[config.mk]
export PLATFORM = sky130hd
export DESIGN_NAME = lsi_sqrt_cell
export DESIGN_NICKNAME = d
export VERILOG_FILES = /design/src/design/lsi_pkg.sv /design/src/design/lsi_sqrt_cell.sv
export SDC_FILE = /design/constraint.sdc
export NUM_CORES = 1
export LEC_CHECK = 0
export ABC_AREA = 1
export ABC_CLOCK_PERIOD_IN_PS = 1100
export BUFFER_PORTS_ARGS = -buffer_cell sky130_fd_sc_hd__buf_2
export CAP_MARGIN = 25
export CORE_AREA = 5 5 269 271
export CTS_BUF_LIST = sky130_fd_sc_hd__clkbuf_4 sky130_fd_sc_hd__clkbuf_8
export DETAILED_ROUTE_END_ITERATION = 6
export DIE_AREA = 0 0 274 276
export PLACE_DENSITY = 0.62
export SLEW_MARGIN = 20
export SYNTH_ARGS = -nofsm -noshare
export SYNTH_HDL_FRONTEND = slang
export SYNTH_SLANG_ARGS = --single-unit
[constraint.sdc]
create_clock -name clk_i -period 1.1 [get_ports clk_i]
set_input_delay 0 -clock clk_i [delete_from_list [all_inputs] [get_ports clk_i]]
set_output_delay 0 -clock clk_i [all_outputs]
set_load 0.02 [all_outputs]
[src/design/lsi_pkg.sv]
// Shared defaults, codes and the control word of the line and sphere intersection pipeline.
`default_nettype none

package lsi_pkg;

  localparam int unsigned CoordWidthDef = 32;
  localparam int unsigned FracBitsDef   = 16;

  localparam logic [1:0] HitsNone = 2'd0;
  localparam logic [1:0] HitsOne  = 2'd1;
  localparam logic [1:0] HitsTwo  = 2'd2;

  typedef struct packed {
    logic vld;
    logic miss;
    logic single;
  } lsi_ctl_t;

endpackage

`default_nettype wire

[src/design/lsi_sqrt_cell.sv]
// One cell of the square root row: settles one result bit and hands its state on.
`default_nettype none

module lsi_sqrt_cell import lsi_pkg::*; #(
  parameter int unsigned DW   = 132,
  parameter int unsigned PW   = 1,
  parameter int unsigned STEP = 0
) (
  input  logic          clk_i,
  input  logic          rst_ni,
  input  logic          en_i,
  input  lsi_ctl_t      ctl_i,
  input  logic [DW-1:0] rem_i,
  input  logic [DW-1:0] root_i,
  input  logic [PW-1:0] pass_i,
  output lsi_ctl_t      ctl_o,
  output logic [DW-1:0] rem_o,
  output logic [DW-1:0] root_o,
  output logic [PW-1:0] pass_o
);

  localparam logic [DW-1:0] Bit = {{(DW-1){1'b0}}, 1'b1} << (DW - 2 - 2 * STEP);

  lsi_ctl_t      ctl_q;
  logic [DW-1:0] rem_q, rem_d;
  logic [DW-1:0] root_q, root_d;
  logic [PW-1:0] pass_q;
  logic [DW-1:0] trial;
  logic          take;

  always_comb begin
    trial  = root_i + Bit;
    take   = rem_i >= trial;
    rem_d  = take ? rem_i - trial : rem_i;
    root_d = (root_i >> 1) + (take ? Bit : '0);
  end

  always_ff @(posedge clk_i or negedge rst_ni) begin
    if (!rst_ni) begin
      ctl_q <= '0;
    end else if (en_i) begin
      ctl_q <= ctl_i;
    end
  end

  always_ff @(posedge clk_i) begin
    if (en_i) begin
      rem_q  <= rem_d;
      root_q <= root_d;
      pass_q <= pass_i;
    end
  end

  assign ctl_o  = ctl_q;
  assign rem_o  = rem_q;
  assign root_o = root_q;
  assign pass_o = pass_q;

endmodule

`default_nettype wire

== Word-level counts from Yosys, hierarchy flattened ==
Index checks and enable logic that the tools add are counted.
Storage, ports and cells
  word-level logic and storage cells: 12
  output and inout port bits: 268
  input bits: 271
  bits in registers: 268
Operators by class
  $add $sub $neg: 3
  mux-type cells: 2
  $lt $le $gt $ge: 1
Operator list (number)
  $add 131x131->132: 1
  $add 132x131->132 const B: 1
  $ge 132x132->1: 1
  $mux 132: 1
  $sub 132x132->132: 1
  $mux 131: 1

== Logic depth before layout (Yosys ltp) ==
Gate-level depths: netlist (run 1).
  depth after elaboration: 4
  mapped depth: 21

== Worst setup path before layout (run 1) ==
OpenSTA, ideal clock, no wires.
  kind: input to register
  from: input port rem_i[0]
  to: register root_q[130], in the netlist root_o[130] (data pin)
  slack: -1.257 ns
  data arrival time: 2.097 ns
  required time: 0.839 ns
  buffers on the path: 2
  setup time: 0.261 ns
  stages on the path: 17
  cells stage by stage: inv_1 ha_1 inv_1 fa_1 nand3_1 nand3_1 nand4_1 nand3_2 nand2_2 nand2_2 nand2_2 nand3_4 nand2_4 nand2_4 buf_6 buf_4 ha_1
On the way
  cells in the longest elaborated chain, start to end: 3
RTL lines
  start: declaration: RTL line lsi_sqrt_cell.sv:13  | input logic [DW-1:0] rem_i,
  $ge 132x132->1: RTL line lsi_sqrt_cell.sv:33  | take = rem_i >= trial;
  $mux 131: RTL line lsi_sqrt_cell.sv:35  | root_d = (root_i >> 1) + (take ? Bit : '0);
  $add 131x131->132: RTL line lsi_sqrt_cell.sv:35
  named net root_d[130]: RTL line lsi_sqrt_cell.sv:26  | logic [DW-1:0] root_q, root_d;
  end signal: assignment: RTL line lsi_sqrt_cell.sv:49  | root_q <= root_d;
  end: declaration: RTL line lsi_sqrt_cell.sv:26
The timed path passes the listed nets, and every way through them passes these cells.
A chain may end at the register's enable or synchronous reset.

== Worst setup path in the final report (run 1) ==
  from: input port root_i[63]
  to: register rem_q[50], in the netlist rem_o[50] (data pin)
On the way
  cells in the longest elaborated chain, start to end: 3
RTL lines
  start: declaration: RTL line lsi_sqrt_cell.sv:14  | input logic [DW-1:0] root_i,
  $add 132x131->132: RTL line lsi_sqrt_cell.sv:32  | trial = root_i + Bit;
  $ge 132x132->1: RTL line lsi_sqrt_cell.sv:33
  $mux 132: RTL line lsi_sqrt_cell.sv:34  | rem_d = take ? rem_i - trial : rem_i;
  named net rem_d[50]: RTL line lsi_sqrt_cell.sv:25  | logic [DW-1:0] rem_q, rem_d;
  end signal: assignment: RTL line lsi_sqrt_cell.sv:48  | rem_q <= rem_d;
  end: declaration: RTL line lsi_sqrt_cell.sv:25
The timed path passes the listed nets, and every way through them passes these cells.

==> flow_summary.toml, run 1 <==
[clocking]
cts_tree = "done"
cts_sinks = 268
cts_buffers = 46
h-tree-depth = 2
clkLatencyLatePin_ns = 0.63
root_buffer = "clkbuf_8"
path_clk_slew_ns = 0.06
clock_path_buffers = 3

[grt]
gr-total-overflow = 0
grt_max_degree = 31
grt_pass1_wl_um = 201000
antenna_found_initial = 10
track_usage_pct = 35.2
grt_pass1_vias = 32000

[critical_path]
critical_path.slowest_cell = "ha_4"
crit_family = "simple AND/OR/NAND/NOR gates"
slowest_delay_ns = 0.28
crit_path_max_fanout = 6
crit_path_start_kind = "input port"
required_ns = 1.47
crit_buf_inv = 8
critPathKind = "input port to flip-flop"
crit_chain = "buf_2 > inv_1 > ha_4 > nand2_1 > nor2_2 > buf_12 > nand2_4 > nor2_4 > nand2_1 > nand2_2 > nand2_4 > nand3_4 > nand2_4 > nand2_8 > buf_12 > inv_16 > buf_12 > buf_12 > clkbuf_16 > nand2_2 > nand2_1"
arrival_ns = 2.43
path_common_cell = "buf_12"
worst_setup_path_end_kind = "flip-flop"

[power]
max-vdd-ir-drop_mv = 1.07
power.density_nw_per_um2 = 1060
p_leak_uw = 0.0235
p_total_uw = 48500

[route]
antenna_left = 0
totalWireLength_um = 148000
drc = 0
routed_via_density = 4.99
drtPass1Iterations = 6
vias = 33000
wl_per_cell_um = 22.4
drt_iter0_markers = 2874

[sta]
worst_pin_slew_ns = 0.481
timing.final.crit_period_ns = 2.06
hold_ws_ns = -0.316
clock.fmax_mhz = 486
setup_viol = 402
setup_slack_ns = -0.957
rsz0062_at_grt = "true"
timing.final.crit_share_pct = 187
drv_slew = 0
setup_tns_ns = -134.90
relSlewSlack_pct = 67.7
skew_ns = 0
final_hold_viol_count = 7

[status]
violations = "hold timing, setup timing"
status = "complete, but fails checks"

[logic_synthesis]
synth_cell_types = 42
syn_area_per_cell_um2 = 6.40
yosysWarnings = 0
synth_area_um2 = 24100
synth_seq_area_share_pct = 33.3
synth_nets = 4171
syn_inst = 3766
ys_ff_latch = 268

[place]
io_buffer_count = 538
globalplace.congestion = 1.01
dp.cells = 6135
dpl.hpwl_um = 108000

[final_layout]
layout_common_cells = "nand2_1 (1154), buf_4 (931), inv_1 (773), nand2_2 (304), buf_2 (299)"
area_growth_pct = 89.5
fin_util_pct = 65.7
fin_nets = 6030
drive_above_1_share_pct = 44.7
fin_cells = 6604
fillers = 5750
final_common_cell = "nand2_1"

[worst_hold_path]
hp-class = "input port to flip-flop"

[floorplan]
fp.dieW_um = 274
ios = 539
coreArea_um2 = 69500
die_h_um = 276
initial_core_util_pct = 34.7
rows = 97
die-area_um2 = 75600

[job]
maxCapViolCount = 0
## final cells by class
type                            count  area, um^2  area share (%)
Multi-Input combinational cell   2623       16600            36.4
Antenna cell                        8        20.0          0.0438
Tap cell                          940        1180            2.57
Inverter                          847        3220            7.05
Sequential cell                   268        8030            17.6
Clock inverter                     18         134           0.293
Timing Repair Buffer             1839       15700            34.5
Clock buffer                       61         752            1.65
## kinds of logic after synthesis
| family | after synthesis | synth area share [%] |
|---|---|---|
| and+or+nand+nor | 2152 | 36.8 |
| buffers and inverters | 875 | 14.4 |
| DFF | 268 | 33.3 |
| AOI/OAI and AO/OA | 266 | 5.92 |
| adders and majority gates | 134 | 6.98 |
| xor gates and xnor gates | 68 | 2.47 |
| muxes | 3 | 0.140 |
## through the flow
stage	worst slack, ns	area, um^2
final	-0.957	45700
after global placement	-1.71	35900
after floorplan	-1.01	25100
after detailed placement	-1.69	35900
after CTS	-0.808	43500
after global routing	-0.997	45700
## path summary, 6_finish.rpt
kind	slack (ns)	startpoint	cells after the start	to
setup / recovery	-0.96	root_i[63]	21	rem_o[50]
hold / removal	-0.32	rem_i[13]	3	rem_o[13]
setup reg to reg	0.33	ctl_o[2]	1	ctl_o[2]
hold reg to reg	0.54	ctl_o[1]	1	ctl_o[1]
max in group asynchronous	0.71	rst_ni	3	ctl_o[0]
min in group asynchronous	0.23	rst_ni	3	ctl_o[2]
## Yosys cell counts, drive strengths merged
cell type,instances,share of area [%]
o211ai,2,0.062
o21bai,20,0.62
clkbuf,1,0.031
xnor2,4,0.15
a211oi,1,0.031
and2,2,0.052
edfxtp,265,33
nand3b,28,0.87
a21oi,163,3.5
o21ai,75,1.6
buf,27,1.2
a21o,3,0.093
nand3,156,3.3
mux2,3,0.14
nor4,5,0.13
dfrtp,3,0.31
nor2,344,5.9
ha,133,6.9
xor2,64,2.3
nand2,1540,25
nor3,35,0.75
inv,847,13
o21a,2,0.062
nand4,41,1.1
and3,1,0.026
fa,1,0.083
## per-layer routing
metal	GRT usage (%)	vias to the layer above	routed length [um]
met5	0	-	7
met4	12.4	2	8240
met3	5.90	406	11800
met2	60.4	1667	70900
met1	44.6	15600	57000
li1	-	15300	-
## power by group
group	internal (uW)	total [uW]	switching [uW]
clock	4890	9590	4700
combinational	11500	25400	13900
sequential	12800	13400	637
## registers in the layout, indices dropped and copies added (netlist names)
signal and count:
ctl_o 3, pass_o 1, rem_o 132, root_o 132
## what timing repair did
item,CTS,global route
gates resized for setup,827,582
buffers inserted,77,23
endpoints found under the setup margin,402,402
hold buffers,252,17
cloned,20,2
pin swaps,96,95
hold endpoints to repair,487,21
No activity file was read; power rests on OpenSTA's default activity.
==> inputs of run 2 (changes only) <==
Settings changed: CTS_BUF_LIST sky130_fd_sc_hd__clkbuf_4 sky130_fd_sc_hd__clkbuf_8 to unset.
==> run 2 against run 1 <==
The run ends with setup timing left. Combinational power fell by 7%. First-iteration DRC count is 7.1% lower. Largest power group unchanged. Cell area is 1.9% lower. Core utilization down 1.3 points.
==> flow_summary.toml, run 2 (synthesis results as in run 1) <==
[clocking]
root_buffer = "clkbuf_16"
path_clk_slew_ns = 0.06
clock_path_buffers = 3
h-tree-depth = 1
cts_tree = "done"
clkLatencyLatePin_ns = 0.60
cts_sinks = 268
cts_buffers = 31

[route]
drtPass1Iterations = 6
antenna_left = 0
totalWireLength_um = 140000
drt_iter0_markers = 2669
routed_via_density = 4.86
vias = 31900
drc = 0
wl_per_cell_um = 21.3

[critical_path]
required_ns = 1.45
crit_path_start_kind = "input port"
crit_path_max_fanout = 50
arrival_ns = 2.40
critPathKind = "input port to flip-flop"
worst_setup_path_end_kind = "flip-flop"

[status]
violations = "setup timing"
status = "complete, but fails checks"

[power]
max-vdd-ir-drop_mv = 1.40
p_total_uw = 48300
power.density_nw_per_um2 = 1080
p_leak_uw = 0.0231

[final_layout]
layout_common_cells = "nand2_1 (1225), buf_4 (954), inv_1 (752), buf_2 (391), dlygate4sd3_1 (273)"
final_common_cell = "nand2_1"
fin_nets = 6013
drive_above_1_share_pct = 43.4
area_growth_pct = 85.9
fin_util_pct = 64.5

[sta]
timing.final.crit_period_ns = 2.05
setup_slack_ns = -0.947
hold_ws_ns = 0.00861
clock.fmax_mhz = 488
drv_slew = 0
setup_viol = 397
worst_pin_slew_ns = 0.501
rsz0062_at_grt = "true"
final_hold_viol_count = 0
skew_ns = 0
timing.final.crit_share_pct = 186
relSlewSlack_pct = 66.4

[floorplan]
ios = 539
fp.dieW_um = 274
die-area_um2 = 75600
initial_core_util_pct = 34.7
die_h_um = 276
coreArea_um2 = 69500
rows = 97

[grt]
grt_pass1_wl_um = 199000
gr-total-overflow = 0
antenna_found_initial = 3
grt_pass1_vias = 31800
top_usage_layer = "met2"
grt_max_degree = 51
use_met2_pct = 60.1
use_met1_pct = 44.3
track_usage_pct = 34.7
grt_util_met3_pct = 4.80

[place]
globalplace.congestion = 1.01
dpl.hpwl_um = 108000
io_buffer_count = 538
pre_cts_ws_ns = -1.69

[worst_hold_path]
hp-class = "input port to flip-flop"

[job]
maxCapViolCount = 0
[run 2: changes by cell type in the layout (fill, tap and decap cells not counted), moves of 23 or more]
cell and delta:
buf_2 +92, nand2_1 +71, nand2_2 -58, clkbuf_16 +30, buf_4 +23, clkbuf_8 -47
buf_6 -97
[run 2: power by group]
group	switching [uW]	internal, uW
Combinational	13200	10500
Clock	4480	6780
Sequential	511	12800
Total	18100	30100
[run 2: final timing paths]
check,startpoint,to,slack (ns),depth (start not counted)
worst min register to register,ctl_o[1],ctl_o[1],0.54,1
max in group asynchronous,rst_ni,ctl_o[0],0.68,3
worst max register to register,ctl_o[0],ctl_o[0],0.33,1
worst max-delay path,root_i[103],rem_o[113],-0.95,18
min in group asynchronous,rst_ni,ctl_o[1],0.27,3
worst min-delay path,rem_i[5],rem_o[5],0.009,5
[run 2: cell type report]
class / count / area [um^2]
well taps: 940 / 1180
repair buffers: 1837 / 14800
flip-flops and latches: 268 / 8030
clock inverters: 20 / 285
clock buffers: 36 / 795
multi-input cells: 2623 / 16500
diodes: 2 / 5.00
fillers: 5911 / 24700
inverters: 847 / 3230
[run 2: worst max-delay path, stage by stage]
cell and delay, ns:
buf_2 0.10, inv_1 0.09, ha_4 0.23, a21oi_2 0.18, o21ai_0 0.12, buf_4 0.15
nand2_1 0.08, nand2_2 0.12, nand2_1 0.10, nand2_2 0.08, nand2_1 0.07, nand2_1 0.07
a21oi_2 0.20, nand2_4 0.09, buf_12 0.16, buf_12 0.19, nand3_1 0.19, nand2_1 0.08
[run 2: routing by layer]
layer,share of wire (%),vias to the layer above
li1,-,15200
met1,40,15100
met2,48,1340
met3,7.0,287
met4,4.6,0
met5,0,-
[run 2: timing repair]
| item | 4_1_cts | 5_1_grt |
|---|---|---|
| endpoints found under the hold margin | 317 | 10 |
| cloned | 10 | 1 |
| pin swaps | 137 | 143 |
| resized for setup | 728 | 393 |
| hold buffers | 263 | 10 |
| setup buffers | 75 | 31 |
| setup endpoints to repair | 402 | 402 |
[run 2: per-stage QoR]
| stage | TNS [ns] | instance area, um^2 | cells |
|---|---|---|---|
| 2_1_floorplan | -117.94 | 25100 | 3766 |
| 3_5_place_dp | -211.21 | 35900 | 6135 |
| 6_report | -125.32 | 44800 | 6573 |
| 3_3_place_gp | -210.86 | 35900 | 6135 |
| 4_1_cts | -109.81 | 43200 | 6537 |
| 5_1_grt | -142.42 | 44800 | 6573 |
