`src/design/lsi_pkg.sv`:
```
// Shared defaults, codes and the control word of the line and sphere intersection pipeline.
`default_nettype none

package lsi_pkg;

  localparam int unsigned CoordWidthDef = 32;
  localparam int unsigned FracBitsDef   = 16;

  localparam logic [1:0] HitsNone = 2'd0;
  localparam logic [1:0] HitsOne  = 2'd1;
  localparam logic [1:0] HitsTwo  = 2'd2;

  typedef struct packed {
    logic vld;
    logic miss;
    logic single;
  } lsi_ctl_t;

endpackage

`default_nettype wire

```
`src/design/lsi_div_cell.sv`:
```
// One cell of the two-lane divider row: settles one quotient bit per lane.
`default_nettype none

module lsi_div_cell import lsi_pkg::*; #(
  parameter int unsigned DENW = 65,
  parameter int unsigned QW   = 32,
  parameter int unsigned PW   = 4
) (
  input  logic                 clk_i,
  input  logic                 rst_ni,
  input  logic                 en_i,
  input  lsi_ctl_t             ctl_i,
  input  logic [DENW-1:0]      den_i,
  input  logic [1:0][DENW-1:0] rem_i,
  input  logic [1:0][QW-1:0]   low_i,
  input  logic [1:0][QW-1:0]   quo_i,
  input  logic [PW-1:0]        pass_i,
  output lsi_ctl_t             ctl_o,
  output logic [DENW-1:0]      den_o,
  output logic [1:0][DENW-1:0] rem_o,
  output logic [1:0][QW-1:0]   low_o,
  output logic [1:0][QW-1:0]   quo_o,
  output logic [PW-1:0]        pass_o
);

  lsi_ctl_t             ctl_q;
  logic [DENW-1:0]      den_q;
  logic [1:0][DENW-1:0] rem_q, rem_d;
  logic [1:0][QW-1:0]   low_q, low_d;
  logic [1:0][QW-1:0]   quo_q, quo_d;
  logic [PW-1:0]        pass_q;
  logic [1:0][DENW:0]   trial;
  logic [1:0]           take;

  always_comb begin
    for (int l = 0; l < 2; l++) begin
      trial[l] = {rem_i[l], low_i[l][QW-1]};
      take[l]  = trial[l] >= {1'b0, den_i};
      rem_d[l] = take[l] ? DENW'(trial[l] - {1'b0, den_i}) : DENW'(trial[l]);
      low_d[l] = low_i[l] << 1;
      quo_d[l] = {quo_i[l][QW-2:0], take[l]};
    end
  end

  always_ff @(posedge clk_i or negedge rst_ni) begin
    if (!rst_ni) begin
      ctl_q <= '0;
    end else if (en_i) begin
      ctl_q <= ctl_i;
    end
  end

  always_ff @(posedge clk_i) begin
    if (en_i) begin
      den_q  <= den_i;
      rem_q  <= rem_d;
      low_q  <= low_d;
      quo_q  <= quo_d;
      pass_q <= pass_i;
    end
  end

  assign ctl_o  = ctl_q;
  assign den_o  = den_q;
  assign rem_o  = rem_q;
  assign low_o  = low_q;
  assign quo_o  = quo_q;
  assign pass_o = pass_q;

endmodule

`default_nettype wire

```
`config.mk`:
```
export PLATFORM = sky130hd
export DESIGN_NAME = lsi_div_cell
export DESIGN_NICKNAME = d
export VERILOG_FILES = /design/src/design/lsi_pkg.sv /design/src/design/lsi_div_cell.sv
export SDC_FILE = /design/constraint.sdc
export NUM_CORES = 1
export LEC_CHECK = 0
export BUFFER_PORTS_ARGS = -buffer_cell sky130_fd_sc_hd__buf_2
export CAP_MARGIN = 20
export CORE_AREA = 2 2 259 261
export CTS_BUF_LIST = sky130_fd_sc_hd__clkbuf_4
export DETAILED_ROUTE_END_ITERATION = 6
export DIE_AREA = 0 0 261 263
export GPL_ROUTABILITY_DRIVEN = 0
export PLACE_DENSITY = 0.57
export SYNTH_ARGS = -nofsm -noshare
export SYNTH_HDL_FRONTEND = slang
export SYNTH_SLANG_ARGS = --single-unit
export TNS_END_PERCENT = 50
```
`constraint.sdc`:
```
create_clock -name clk_i -period 1.2 [get_ports clk_i]
set_clock_uncertainty 0.15 [all_clocks]
set_input_delay 0.12 -clock clk_i [delete_from_list [all_inputs] [get_ports clk_i]]
set_output_delay 0.12 -clock clk_i [all_outputs]
set_load 0.01 [all_outputs]
```
; Word level (Yosys, flattened, before mapping)
; Index checks and enable logic that the tools add are counted.
[word_totals]
wordCells = 17
reg_bits = 328
out_inout_bits = 330
in_bits = 333
[classes]
order_cmp = 2
n_mux = 2
add_sub_neg = 2
[ops]
columns = cell, count
row1 = $ge A66 B65 Y1, 2
row2 = $mux W65, 2
row3 = $sub A65 B65 Y65, 2

; Longest topological paths before layout
; Gate-level depths: netlist of run 1.
[depth]
depth_word = 2
ltp_mapped = 16
depth_no_buf = 15

; Least setup slack after synthesis of run 1
; No wires, ideal clock.
[synth_path]
kind = in2reg
start = input low_i[31] (netlist name)
end = register rem_q, in the netlist rem_o[10] (data pin)
cell_stages = 14
setup_ps = 260
path_buffers = 1
path_slack_ps = -2124
arrival_ps = 2914
required_ps = 790
cell_sequence = inv_1 > ha_1 > inv_1 > fa_1 > a21o_1 > a221oi_2 > a211oi_1 > nor3_1 > a21boi_2 > a31oi_4 > o21ai_2 > a31oi_4 > buf_2 > mux2_2
[synth_lines]
columns = item, line_no
row1 = from (decl), lsi_div_cell.sv:15  ; input logic [1:0][QW-1:0] low_i,
row2 = to (signal assigned), lsi_div_cell.sv:56  ; rem_q <= rem_d;
row3 = to (decl), lsi_div_cell.sv:28  ; logic [1:0][DENW-1:0] rem_q, rem_d;

==> flow_metrics.py, run 1 <==
metrics = {
    "logic_synthesis": {
        "synth-seq-cells": 328,
        "async_reset_ff_share_pct": 0.915,
        "netlist_area_um2": 19500,
        "yosysWarnings": 0,
        "postSynthCellCount": 1887,
        "synth_edf_count": 325,
        "avgSynthCellArea_um2": 10.3,
        "ys_seq_area_share_pct": 50.5,
        "synth.distinct_cells": 81,
        "synth_flop_cell": "edfxtp_1",
    },
    "timing": {
        "hold_viol": 99,
        "min_period_over_period_pct": 226,
        "setup_viol": 460,
        "slew_viol_final": 0,
        "fmaxAchievable_mhz": 369,
        "rsz0062_at_grt": "true",
        "holdWs_ps": -727,
        "worst_slack_ps": -1510,
        "fin_crit_ps": 2710,
        "max_slew_margin_pct": 66.9,
        "worstMarginPinSlew_ps": 491,
    },
    "grt": {
        "grt_pass1_vias": 24800,
        "gr-usage-all-layers_pct": 27.6,
        "grt_max_degree": 58,
        "grt_pass1_wl_um": 143000,
        "grt_antenna_before_repair": 33,
        "grt.overflow.total": 0,
    },
    "clocking": {
        "cts_buffer_depth": 3,
        "clk_pin_slew_ps": 90,
        "htree_levels": 3,
        "clk_latency_ps": 880,
        "root_buffer": "clkbuf_4",
        "cts_buffers": 92,
        "cts.sinks": 328,
        "cts_tree": "done",
    },
    "final_layout": {
        "seqCellArea_um2": 9830,
        "drive_above_1_share_pct": 49.2,
        "layout.nets": 4204,
        "area.growth.synth_to_final_pct": 95.3,
        "multi_input_area_um2": 10900,
        "final_cell_mix": "buf_4 (629), buf_2 (607), dlygate4sd3_1 (470)",
        "final_common_cell": "buf_4",
        "final_area_um2": 38000,
        "instances_no_fill": 4689,
        "fill_cells": 5503,
        "final_util_pct": 57.9,
    },
    "route": {
        "ant_nets": 0,
        "drc": 0,
        "drt_iter0_drc": 1565,
        "dr.pass1.iters": 5,
        "vias": 23500,
        "wl_um": 101000,
        "wire_per_inst_um": 21.6,
        "vias_per_cell": 5.01,
    },
    "floorplan": {
        "initial_core_util_pct": 29.7,
        "fp-row-count": 94,
        "die_area_um2": 68600,
        "die_w_um": 261,
        "die_h_um": 263,
        "core_um2": 65600,
        "ios": 663,
    },
    "setup_path": {
        "crit_path_frequent_cell": "buf_12",
        "critical_path.max_stage_delay_ps": 380,
        "arrival_ps": 3160,
        "critPathBufInv": 7,
        "cp.required_ps": 1640,
        "critPathTopFamily": "compound AO/OA/AOI/OAI gates",
        "path_max_fanout": 5,
        "crit_type": "primary input to flop",
        "crit_chain": "buf_6, inv_4, buf_4, ha_1, a21oi_1, o21ai_2, o2111a_2, o311a_1, a21boi_4, a31oi_4, o21ai_4, a31oi_4, buf_12, buf_12, buf_12, buf_16, o21ai_2",
        "crit_path_end_kind": "flop",
        "slowest_stage": "o311a_1",
        "startpoint_type": "primary input",
    },
    "power_and_ir_drop": {
        "ir_drop_mv": 0.760,
        "p_per_area_nw_per_um2": 1090,
        "p_leak_nw": 16.9,
        "totalPowerFinal_mw": 41.4,
    },
    "placement": {
        "portBuffers": 658,
        "place_area_um2": 28600,
        "place_inst": 3957,
        "dp_hpwl_um": 70200,
    },
    "min_path": {
        "hold_class": "primary input to flop",
    },
    "flow_run": {
        "cap_violations": 0,
    },
    "run_status": {
        "violations": "hold timing, setup timing",
        "status": "complete, but fails checks",
    },
}
-- power by group --
part | internal (mW) | switching [mW]
sequential | 14.2 | 0.564
combinational | 7.98 | 7.83
clock | 5.28 | 5.51
total | 27.5 | 13.9
-- synth_stat cells (3+ instances only) --
cell type,n,area [um^2]
a31oi_1,19,119
dfrtp_1,3,75.1
a21o_1,72,541
a21boi_0,7,52.6
xor2_1,46,403
nor2b_1,13,81.3
nor3_1,20,100
a32oi_1,3,26.3
o211ai_1,8,60.1
nor4_1,10,62.6
clkbuf_1,52,195
o211a_1,3,30.0
o21a_1,18,135
a311oi_1,4,35.0
nand2b_1,9,56.3
buf_2,23,115
o41ai_1,6,52.6
and3_1,19,119
a211oi_1,17,128
o21bai_1,27,203
mux2_2,7,78.8
nand2_1,188,706
and4_1,4,35.0
a41oi_1,4,35.0
a2111oi_0,7,61.3
a31o_2,3,26.3
or3_1,4,25.0
nand4_1,40,250
xnor2_1,63,552
ha_1,130,1630
inv_1,104,390
buf_4,9,67.6
edfxtp_1,325,9760
a22oi_1,3,22.5
nand3_1,38,190
mux2i_1,4,40.0
o21ai_0,146,731
or2_2,3,18.8
o31ai_1,11,82.6
o21ai_1,10,50.1
nor2_1,130,488
and2_1,13,81.3
a211o_1,3,26.3
a21oi_1,212,1060
-- area by class of cell --
cell class | instances | share of cell area, %
inverter | 105 | 1.20
antenna | 20 | 0.132
sequential | 328 | 25.9
clock inverter | 36 | 0.592
clock buffer | 124 | 2.45
multi-input combinational | 1369 | 28.7
timing repair buffer | 1843 | 38.2
tap | 864 | 2.84
-- cell families (layout without fill, tap and decap cells) --
logic type	Yosys count	in the layout	share of synthesized area (%)
and+or+nand+nor	500	500	11.7
buffers and inverters	191	2108	4.06
muxes	12	12	0.668
xor gates and xnor gates	109	109	4.90
DFF	328	328	50.5
other	1	22	0.0193
adders and majority gates	132	132	8.56
AOI/OAI and AO/OA	614	614	19.6
-- state kept, by name (all words and copies together), names as in the netlist --
name	cells
low_o	62
rem_o	130
quo_o	64
pass_o	4
ctl_o	3
den_o	65
-- through the flow --
step	setup WS, ps	setup TNS (ps)
after floorplan	-1880	-229320
after CTS	-1400	-349360
final	-1510	-337470
after global routing	-1550	-363720
after detailed placement	-2770	-343040
after global placement	-2840	-342080
-- layer usage --
layer	global-route usage [%]	part of all wire (%)
met1	28.1	36
met2	50.9	51
met3	5.95	6.5
met4	17.2	6.4
met5	0	0.11
-- path summary, 6_finish.rpt --
kind                           start        end  slack [ps]  cells after the start
min reg2reg                 ctl_o[2]   ctl_o[2]         380                      1
min                        den_i[11]  den_o[11]        -730                      1
max in group asynchronous     rst_ni   ctl_o[1]         230                      4
max reg2reg                 ctl_o[1]   ctl_o[1]         290                      1
min in group asynchronous     rst_ni   ctl_o[0]         510                      4
max                        den_i[15]  rem_o[26]       -1510                     17
-- timing repair --
item / 4_1_cts / 5_1_grt
buffers inserted: 54 / 24
hold buffers: 422 / 57
gates cloned: 22 / 2
pin swaps: 89 / 79
endpoints found under the hold margin: 655 / 132
endpoints found under the setup margin: 460 / 460
resized for setup: 397 / 283
(Power assumes the default switching activity.)
==> inputs of run 2 (changes only) <==
--- a/config.mk
+++ b/config.mk
@@ -5,7 +5,7 @@
 export SDC_FILE = /design/constraint.sdc
 export NUM_CORES = 1
 export LEC_CHECK = 0
-export BUFFER_PORTS_ARGS = -buffer_cell sky130_fd_sc_hd__buf_2
+export BUFFER_PORTS_ARGS = -buffer_cell sky130_fd_sc_hd__buf_4
 export CAP_MARGIN = 20
 export CORE_AREA = 2 2 259 261
 export CTS_BUF_LIST = sky130_fd_sc_hd__clkbuf_4
==> run 2 against run 1 <==
Final cell count fell by 0.64%. Design area rose by 3.8%. Register-to-register slack barely moved. Sequential share of layout area fell by 0.93 points. Combinational power rose by 5%. Core utilization rose by 2.2 points. The run still ends with hold timing, setup timing left.
==> flow_metrics.py, run 2 (synthesis gave the netlist of run 1 again) <==
metrics = {
    "final_layout": {
        "instances_no_fill": 4659,
        "area.growth.synth_to_final_pct": 103,
        "final_common_cell": "buf_4",
        "drive_above_1_share_pct": 48.5,
        "largest_register_ffs": 130,
        "layout.nets": 4187,
        "final_area_um2": 39500,
        "final_cell_mix": "buf_4 (1159), dlygate4sd3_1 (475), edfxtp_1 (325)",
        "final_util_pct": 60.1,
    },
    "clocking": {
        "cts_buffer_depth": 3,
        "cts_buffers": 96,
        "clk_latency_ps": 880,
        "cts_tree": "done",
        "htree_levels": 3,
        "clk_pin_slew_ps": 70,
        "root_buffer": "clkbuf_4",
        "cts.sinks": 328,
    },
    "placement": {
        "place_inst": 3950,
        "dp_hpwl_um": 70500,
        "place_area_um2": 30300,
        "portBuffers": 658,
    },
    "power_and_ir_drop": {
        "p_int_mw": 28.2,
        "ir_drop_mv": 0.785,
        "p_sw_mw": 13.8,
        "switching_share_pct": 32.9,
        "p_leak_nw": 17.5,
        "p_per_area_nw_per_um2": 1070,
        "combPwrFrac_pct": 39.5,
        "pwr-share-seq_pct": 35.2,
        "p_clk_share_pct": 25.3,
    },
    "run_status": {
        "violations": "hold timing, setup timing",
        "status": "complete, but fails checks",
    },
    "flow_run": {
        "cap_violations": 0,
    },
    "route": {
        "dr.pass1.iters": 7,
        "wl_um": 100000,
        "ant_nets": 0,
        "drt_iter0_drc": 1340,
        "vias": 23200,
        "vias_per_cell": 4.98,
        "wire_per_inst_um": 21.5,
        "drc": 0,
    },
    "floorplan": {
        "die_w_um": 261,
        "initial_core_util_pct": 29.7,
        "die_h_um": 263,
        "die_area_um2": 68600,
        "fp-row-count": 94,
        "core_um2": 65600,
        "ios": 663,
    },
    "setup_path": {
        "path_max_fanout": 7,
        "crit_chain": "buf_8, buf_6, ha_4, inv_2, fa_2, a21o_1, a221oi_4, a211oi_4, nor3_2, buf_4, a21boi_4, a31oi_4, o21ai_4, a31oi_4, buf_12, buf_12, buf_16, o21ai_2",
        "critical_path.max_stage_delay_ps": 380,
        "crit_path_end_kind": "flop",
        "arrival_ps": 3090,
        "crit_type": "primary input to flop",
        "startpoint_type": "primary input",
        "critPathBufInv": 7,
        "critPathTopFamily": "compound AO/OA/AOI/OAI gates",
        "slowest_stage": "a221oi_4",
        "cp.required_ps": 1610,
    },
    "grt": {
        "grt_antenna_before_repair": 11,
        "gr-usage-all-layers_pct": 27.2,
        "grt.overflow.total": 0,
        "grt_max_degree": 25,
        "grt_pass1_vias": 24300,
        "grt_pass1_wl_um": 141000,
    },
    "timing": {
        "slew_viol_final": 0,
        "worstMarginPinSlew_ps": 796,
        "holdWs_ps": -749,
        "fin_crit_ps": 2680,
        "max_slew_margin_pct": 46.4,
        "fmaxAchievable_mhz": 372,
        "setup_viol": 460,
        "rsz0062_at_grt": "true",
        "min_period_over_period_pct": 224,
        "hold_viol": 92,
        "worst_slack_ps": -1480,
    },
    "min_path": {
        "hold_class": "primary input to flop",
    },
}
-- run 2: path summary, 6_finish.rpt --
kind / from / end / slack [ps] / depth (start not counted)
setup / recovery: den_i[0] / rem_o[25] / -1480 / 18
hold / removal: den_i[57] / den_o[57] / -750 / 1
setup reg to reg: ctl_o[2] / ctl_o[2] / 280 / 1
hold reg to reg: ctl_o[1] / ctl_o[1] / 380 / 1
max in group asynchronous: rst_ni / ctl_o[0] / 180 / 4
min in group asynchronous: rst_ni / ctl_o[1] / 560 / 4
-- run 2: area by class of cell --
class,instances,area [um^2]
Antenna cell,10,25.0
Clock buffer,134,1010
Clock inverter,27,138
Fill cell,5264,26200
Inverter,105,467
Multi-Input combinational cell,1369,10700
Sequential cell,328,9830
Tap cell,864,1080
Timing Repair Buffer,1822,16200
-- run 2: per-stage QoR --
step	hold slack (ps)	worst slack [ps]	total power, mW	TNS (ps)
after floorplan	-326	-1880	20.0	-229320
after global placement	-231	-2580	27.4	-319190
after detailed placement	-231	-2650	27.6	-326180
after CTS	-849	-1420	40.8	-363810
after global routing	-803	-1540	44.0	-366740
final	-749	-1480	42.1	-335500
-- run 2: layer usage --
layer	vias up	wire (um)	track usage [%]
met1	11300	35700	28.2
met2	936	52000	50.3
met5	-	33	0
met4	6	5500	14.7
met3	263	6790	6.05
li1	10800	-	-
-- run 2: repair_timing --
item	4_1_cts	5_1_grt
hold buffers	424	55
pin swaps	68	85
buffers inserted	32	20
resized for setup	320	340
endpoints found under the hold margin	655	122
endpoints found under the setup margin	460	460
cloned	19	4
-- run 2: power by group through the flow --
stage | sequential [mW] | clock (mW) | combinational [mW]
final | 14.8 | 10.6 | 16.6
after global routing | 14.9 | 11.5 | 17.6
after CTS | 14.7 | 10.7 | 15.3
after detailed placement | 14.9 | 0 | 12.6
after global placement | 14.9 | 0 | 12.5
after floorplan | 15.5 | 0 | 4.58
